**config.mk**
```make
export PLATFORM = sky130hd
export DESIGN_NAME = scfir_ram
export DESIGN_NICKNAME = d
export VERILOG_FILES = /design/src/hdl/symmetric_complex_fir_filter_macros.svh /design/src/hdl/scfir_ram.sv
export SDC_FILE = /design/constraint.sdc
export NUM_CORES = 2
export LEC_CHECK = 0
export BUFFER_PORTS_ARGS = -buffer_cell sky130_fd_sc_hd__buf_2
export CORE_MARGIN = 10
export CORE_UTILIZATION = 59
export CTS_CLUSTER_DIAMETER = 60
export DETAILED_ROUTE_END_ITERATION = 16
export PLACE_DENSITY_LB_ADDON = 0.1
export SLEW_MARGIN = 20
export SYNTH_ARGS = -nofsm -noshare
export SYNTH_HDL_FRONTEND = slang
export SYNTH_SLANG_ARGS = --single-unit
export TNS_END_PERCENT = 1
```
**constraint.sdc**
```tcl
create_clock -name clk -period 11.2 [get_ports clk]
set_clock_uncertainty 0.15 [all_clocks]
set_input_delay 1.12 -clock clk [delete_from_list [all_inputs] [get_ports clk]]
set_output_delay 1.12 -clock clk [all_outputs]
set_load 0.02 [all_outputs]
```
**src/hdl/symmetric_complex_fir_filter_macros.svh**
```systemverilog
// Assertion macros shared by the filter RTL.
`ifndef SYMMETRIC_COMPLEX_FIR_FILTER_MACROS_SVH
`define SYMMETRIC_COMPLEX_FIR_FILTER_MACROS_SVH

`ifndef ASSERT_OFF
`define ASSERT_SAME(label, ante, cons) \
  label: assert property (@(posedge clk) disable iff (rst) (ante) |-> (cons)) \
    else $error("assertion failed (same cycle)");
`define ASSERT_NEXT(label, ante, cons) \
  label: assert property (@(posedge clk) disable iff (rst) (ante) |=> (cons)) \
    else $error("assertion failed (next cycle)");
`else
`define ASSERT_SAME(label, ante, cons)
`define ASSERT_NEXT(label, ante, cons)
`endif

`endif

```
**src/hdl/scfir_ram.sv**
```systemverilog
// Generic single-write, single-read RAM with registered read data.
`default_nettype none

module scfir_ram #(
  parameter int WIDTH = 32,
  parameter int DEPTH = 64
) (
  input  wire logic                                       clk,
  input  wire logic                                       we,
  input  wire logic [((DEPTH > 1) ? $clog2(DEPTH) : 1)-1:0] waddr,
  input  wire logic [WIDTH-1:0]                           wdata,
  input  wire logic [((DEPTH > 1) ? $clog2(DEPTH) : 1)-1:0] raddr,
  output logic      [WIDTH-1:0]                           rdata
);

  logic [WIDTH-1:0] mem [DEPTH];

  always_ff @(posedge clk) begin
    if (we) begin
      mem[waddr] <= wdata;
    end
    rdata <= mem[raddr];
  end

endmodule

`default_nettype wire
```
---- After elaboration in Yosys (flattened, before gate mapping) ----
Memories as Yosys holds them, arrays and structs flattened. A register that Yosys moved wholly into a read port is not among the register bits.
Index checks and enable logic that the tools add are counted.
word-level totals
  memory bits (writable) .................. 2048
  logic and storage cells ................. 3
  memories ................................ 1
  bits of input ports ..................... 46
  output and inout port bits .............. 32
  register bits after elaboration ......... 0
cells by class
  multiplexer cells ....................... 2
memories
  name  words  width  rd ports  clocked after Yosys merged registers in  write ports  line             RTL
  mem   64     32     1         1                                        1            scfir_ram.sv:16  logic [WIDTH-1:0] mem [DEPTH];
operators with widths
  cell    number
  $mux 1  2

---- Logic depth before layout (Yosys ltp) ----
  depth in word-level cells ............... 2
  gate-level depth with buffers ........... 10

---- Worst setup path after synthesis ----
No wires, ideal clock.
  path type ............................... input -> register
  start point ............................. input port waddr[3] (netlist name)
  end point ............................... memory mem[48][0] (enable)
  slack ................................... 6.770 ns
  arrival time ............................ 3.819 ns
  cell stages on the path ................. 4
  cells stage by stage .................... clkbuf_1 -> nor2b_1 -> nand4b_1 -> nor3_1
RTL lines
  item                line             RTL
  start: declaration  scfir_ram.sv:10  input wire logic [((DEPTH > 1) ? $clog2(DEPTH) : 1)-1:0] waddr,
  end: declaration    scfir_ram.sv:16
No word-level cell before the write port.

==> impl_summary.log <==
INFO  metric maximum_fanout_encountered_on_the_critical_timing_path = roughly 110
INFO  metric r2r_setup_slack = 8.59 ns
INFO  metric drv_slew = 0
INFO  metric cts_buffer_depth = 3
INFO  metric p_per_area = between 150 and 200 nW/um2
INFO  metric overflow = 0
INFO  metric postCtsSetupBuffers = 0
INFO  metric dr.pass1.iters = 6
INFO  metric grt_pass1_wl = 287 mm
INFO  metric layout.nets = around 3.6k
INFO  metric tns_setup = 0 ns
INFO  metric max_freq = 0.209 GHz
INFO  metric drt_iter0_drc = 5213
INFO  metric grt_antenna_before_repair = 23
INFO  metric io-pin-count = 78
INFO  metric die_height = 385 um
INFO  metric worstHoldPathType = reg2reg
INFO  metric ys_seq_elements = 2080
INFO  metric cts_resized = 0
INFO  metric timing.critical_path.from_type = primary input
INFO  metric ant_nets = 0
INFO  metric ys_types = 34
INFO  metric post_cts_hold_buffer_count = 0
INFO  metric wl_per_cell = 37.1 um
INFO  metric worst-endpoint-required = 11.71 ns
INFO  metric synth_largest_area_cell = edfxtp_1
INFO  metric type_of_element_capturing_the_critical_path = flip-flop
INFO  metric yosys.cell_count.top_type = edfxtp_1
INFO  metric lkg_pwr = 27.5 nW
INFO  metric timing.max_slew.rel_slack = 26.3%
INFO  metric max_capacitance_violation_total = 0
INFO  metric vias = 37.5k
INFO  metric coreArea = 132000 um2
INFO  metric htree_levels = 4
INFO  metric final-hold-violation-count = 0
INFO  metric final_critical_delay_including_setup_and_external_delays = approximately 4.8 ns
INFO  metric postSynthCellCount = 3324
INFO  metric fp.dieArea = 148000 um2
INFO  metric fp-row-count = 133
INFO  metric worst_pin_slew = 1.11 ns
INFO  metric layout-drive-gt1-share = 29.4%
INFO  metric timing.critical_path.to = rdata[27]
INFO  metric dieWidth = 385 um
INFO  metric root_buffer = clkbuf_16
INFO  metric ys_top_cells_by_area = edfxtp_1 (78%), mux4_2 (16%), mux2i_1 (1.2%)
INFO  metric clock_latency_of_the_later_clocked_register_in_the_worst_skew_pair = about 0.83 ns
INFO  metric synth_enable_flop_cells = slightly above 2k
INFO  metric first_global_vias = 37.8k
INFO  metric end_of_the_worst_register_to_register_path = rdata[9]
INFO  metric portBuffers = 77
INFO  metric critPathKind = in2reg
INFO  metric syn-cell-area = 78500 um2
INFO  metric synth_top_flop_cell = edfxtp_1
INFO  metric place.gp.congestion = around 0.8
INFO  metric vias_per_cell = 6.86
INFO  metric area_delta_synth_final = 12.3%
INFO  metric drc = 0
INFO  metric syn_avg_cell_area = ~24 um2
INFO  metric synth-seq-area-share = 79.1%
INFO  metric worst_r2r_path_depth = 5
INFO  metric rsz_0062_raised_after_global_routing = no
INFO  metric worst_ep_arrival_time = ~5.3 ns
INFO  metric synth_top_area_share = 78.3%
INFO  metric period_share = 42.7%
INFO  metric vdd_drop_max = 146 uV
INFO  metric path_clk_slew = 0.06 ns
INFO  metric post-dp-hpwl = 109 mm
INFO  metric initial_util = 59.6%
INFO  metric syn-num-nets = around 3.4k
INFO  metric clock_sink_count = 2080
INFO  metric outcome = complete, no violations
INFO  metric tritoncts = yes
INFO  metric synth_top_cells_by_count = edfxtp_1 (2048), mux4_2 (544), nor2_1 (137), mux2i_1 (93), o22ai_1 (84)
INFO  metric synthesis.yosys.warnings = 0
INFO  metric wl = 202 mm
INFO  metric final-setup-viol-count = 0
INFO  metric asyncSetResetFlopFracSynth = 0%
INFO  metric grt_max_degree = 110
INFO  metric tritoncts.num_buffers = 201
INFO  metric p_total = 16.1 mW
INFO  metric launch_point_of_the_worst_reg_to_reg_path = mem[46][9]
INFO  metric crit_start = raddr[0]
INFO  metric track_usage = 27.7%
[per-stage QoR]
step	cells	hold slack (ns)	utilization [%]	worst slack, ns	instance area, um2
after floorplan	3324	0.513	-	6.77	78500
after global placement	5084	0.656	61.9	5.58	81600
after detailed placement	5084	0.662	61.9	5.54	81600
after CTS	5455	0.627	66.9	6.44	88100
after global routing	5455	0.675	66.9	6.25	88200
final	5461	0.648	66.9	6.41	88200
[worst max-delay path, cell delays in order]
cell     delay [ns]
buf_8          0.44
buf_12         0.57
buf_4          0.71
mux4_2         0.59
mux4_2         0.54
o22ai_1        0.75
nor2_1         0.13
[placed cells by master, fill, tap and decap left out, drive strengths merged, types with 12 or more instances in the layout]
cell / count
mux4: 544
o221ai: 27
dfxtp: 32
a21oi: 62
o22ai: 84
buf: 187
bufinv: 21
clkinv: 89
edfxtp: 2048
nand2: 26
mux2i: 93
nor2b: 15
nor2: 137
clkbuf: 253
a22oi: 12
[worst min-delay path by stage]
stage,startpoint,to,cells past startpoint
detailed placement,mem[28][4],rdata[4],4
global route,raddr[4],rdata[10],3
finish,mem[28][4],rdata[4],4
global placement,mem[28][4],rdata[4],4
floorplan,mem[12][17],rdata[17],4
CTS,raddr[4],rdata[10],3
[where the power goes]
part	internal [mW]	switching (mW)	leakage [nW]
registers	8.62	0.0340	18.7
clock network	3.88	2.81	3.21
logic	0.281	0.520	5.59
total	12.8	3.36	27.5
[registers in the layout, indices dropped and copies added, names as in the netlist]
| register | cells |
|---|---|
| mem | 2048 |
| rdata | 32 |
[layer usage]
metal	wire length (um)	track usage (%)	up-vias
met5	98	0	-
met1	77400	40.3	20100
met3	24000	7.00	347
met4	6100	8.67	14
met2	94800	41.9	2308
li1	-	-	14700
[cell type report]
class,count,area [um2]
sequential,2080,62100
antenna,6,15.0
multi-input combinational,1062,16000
clock buffer,253,5390
fill,8233,43600
timing repair buffer,187,1340
clock inverter,118,1130
tap,1755,2200
[kinds of logic after synthesis]
| kind of cell | synth area share (%) |
|---|---|
| muxes | 16.8 |
| DFF | 79.1 |
| and+or+nand+nor | 1.27 |
| AOI/OAI and AO/OA | 1.67 |
| buffers and inverters | 1.13 |
Note: power is estimated with default switching activity, not from simulation.
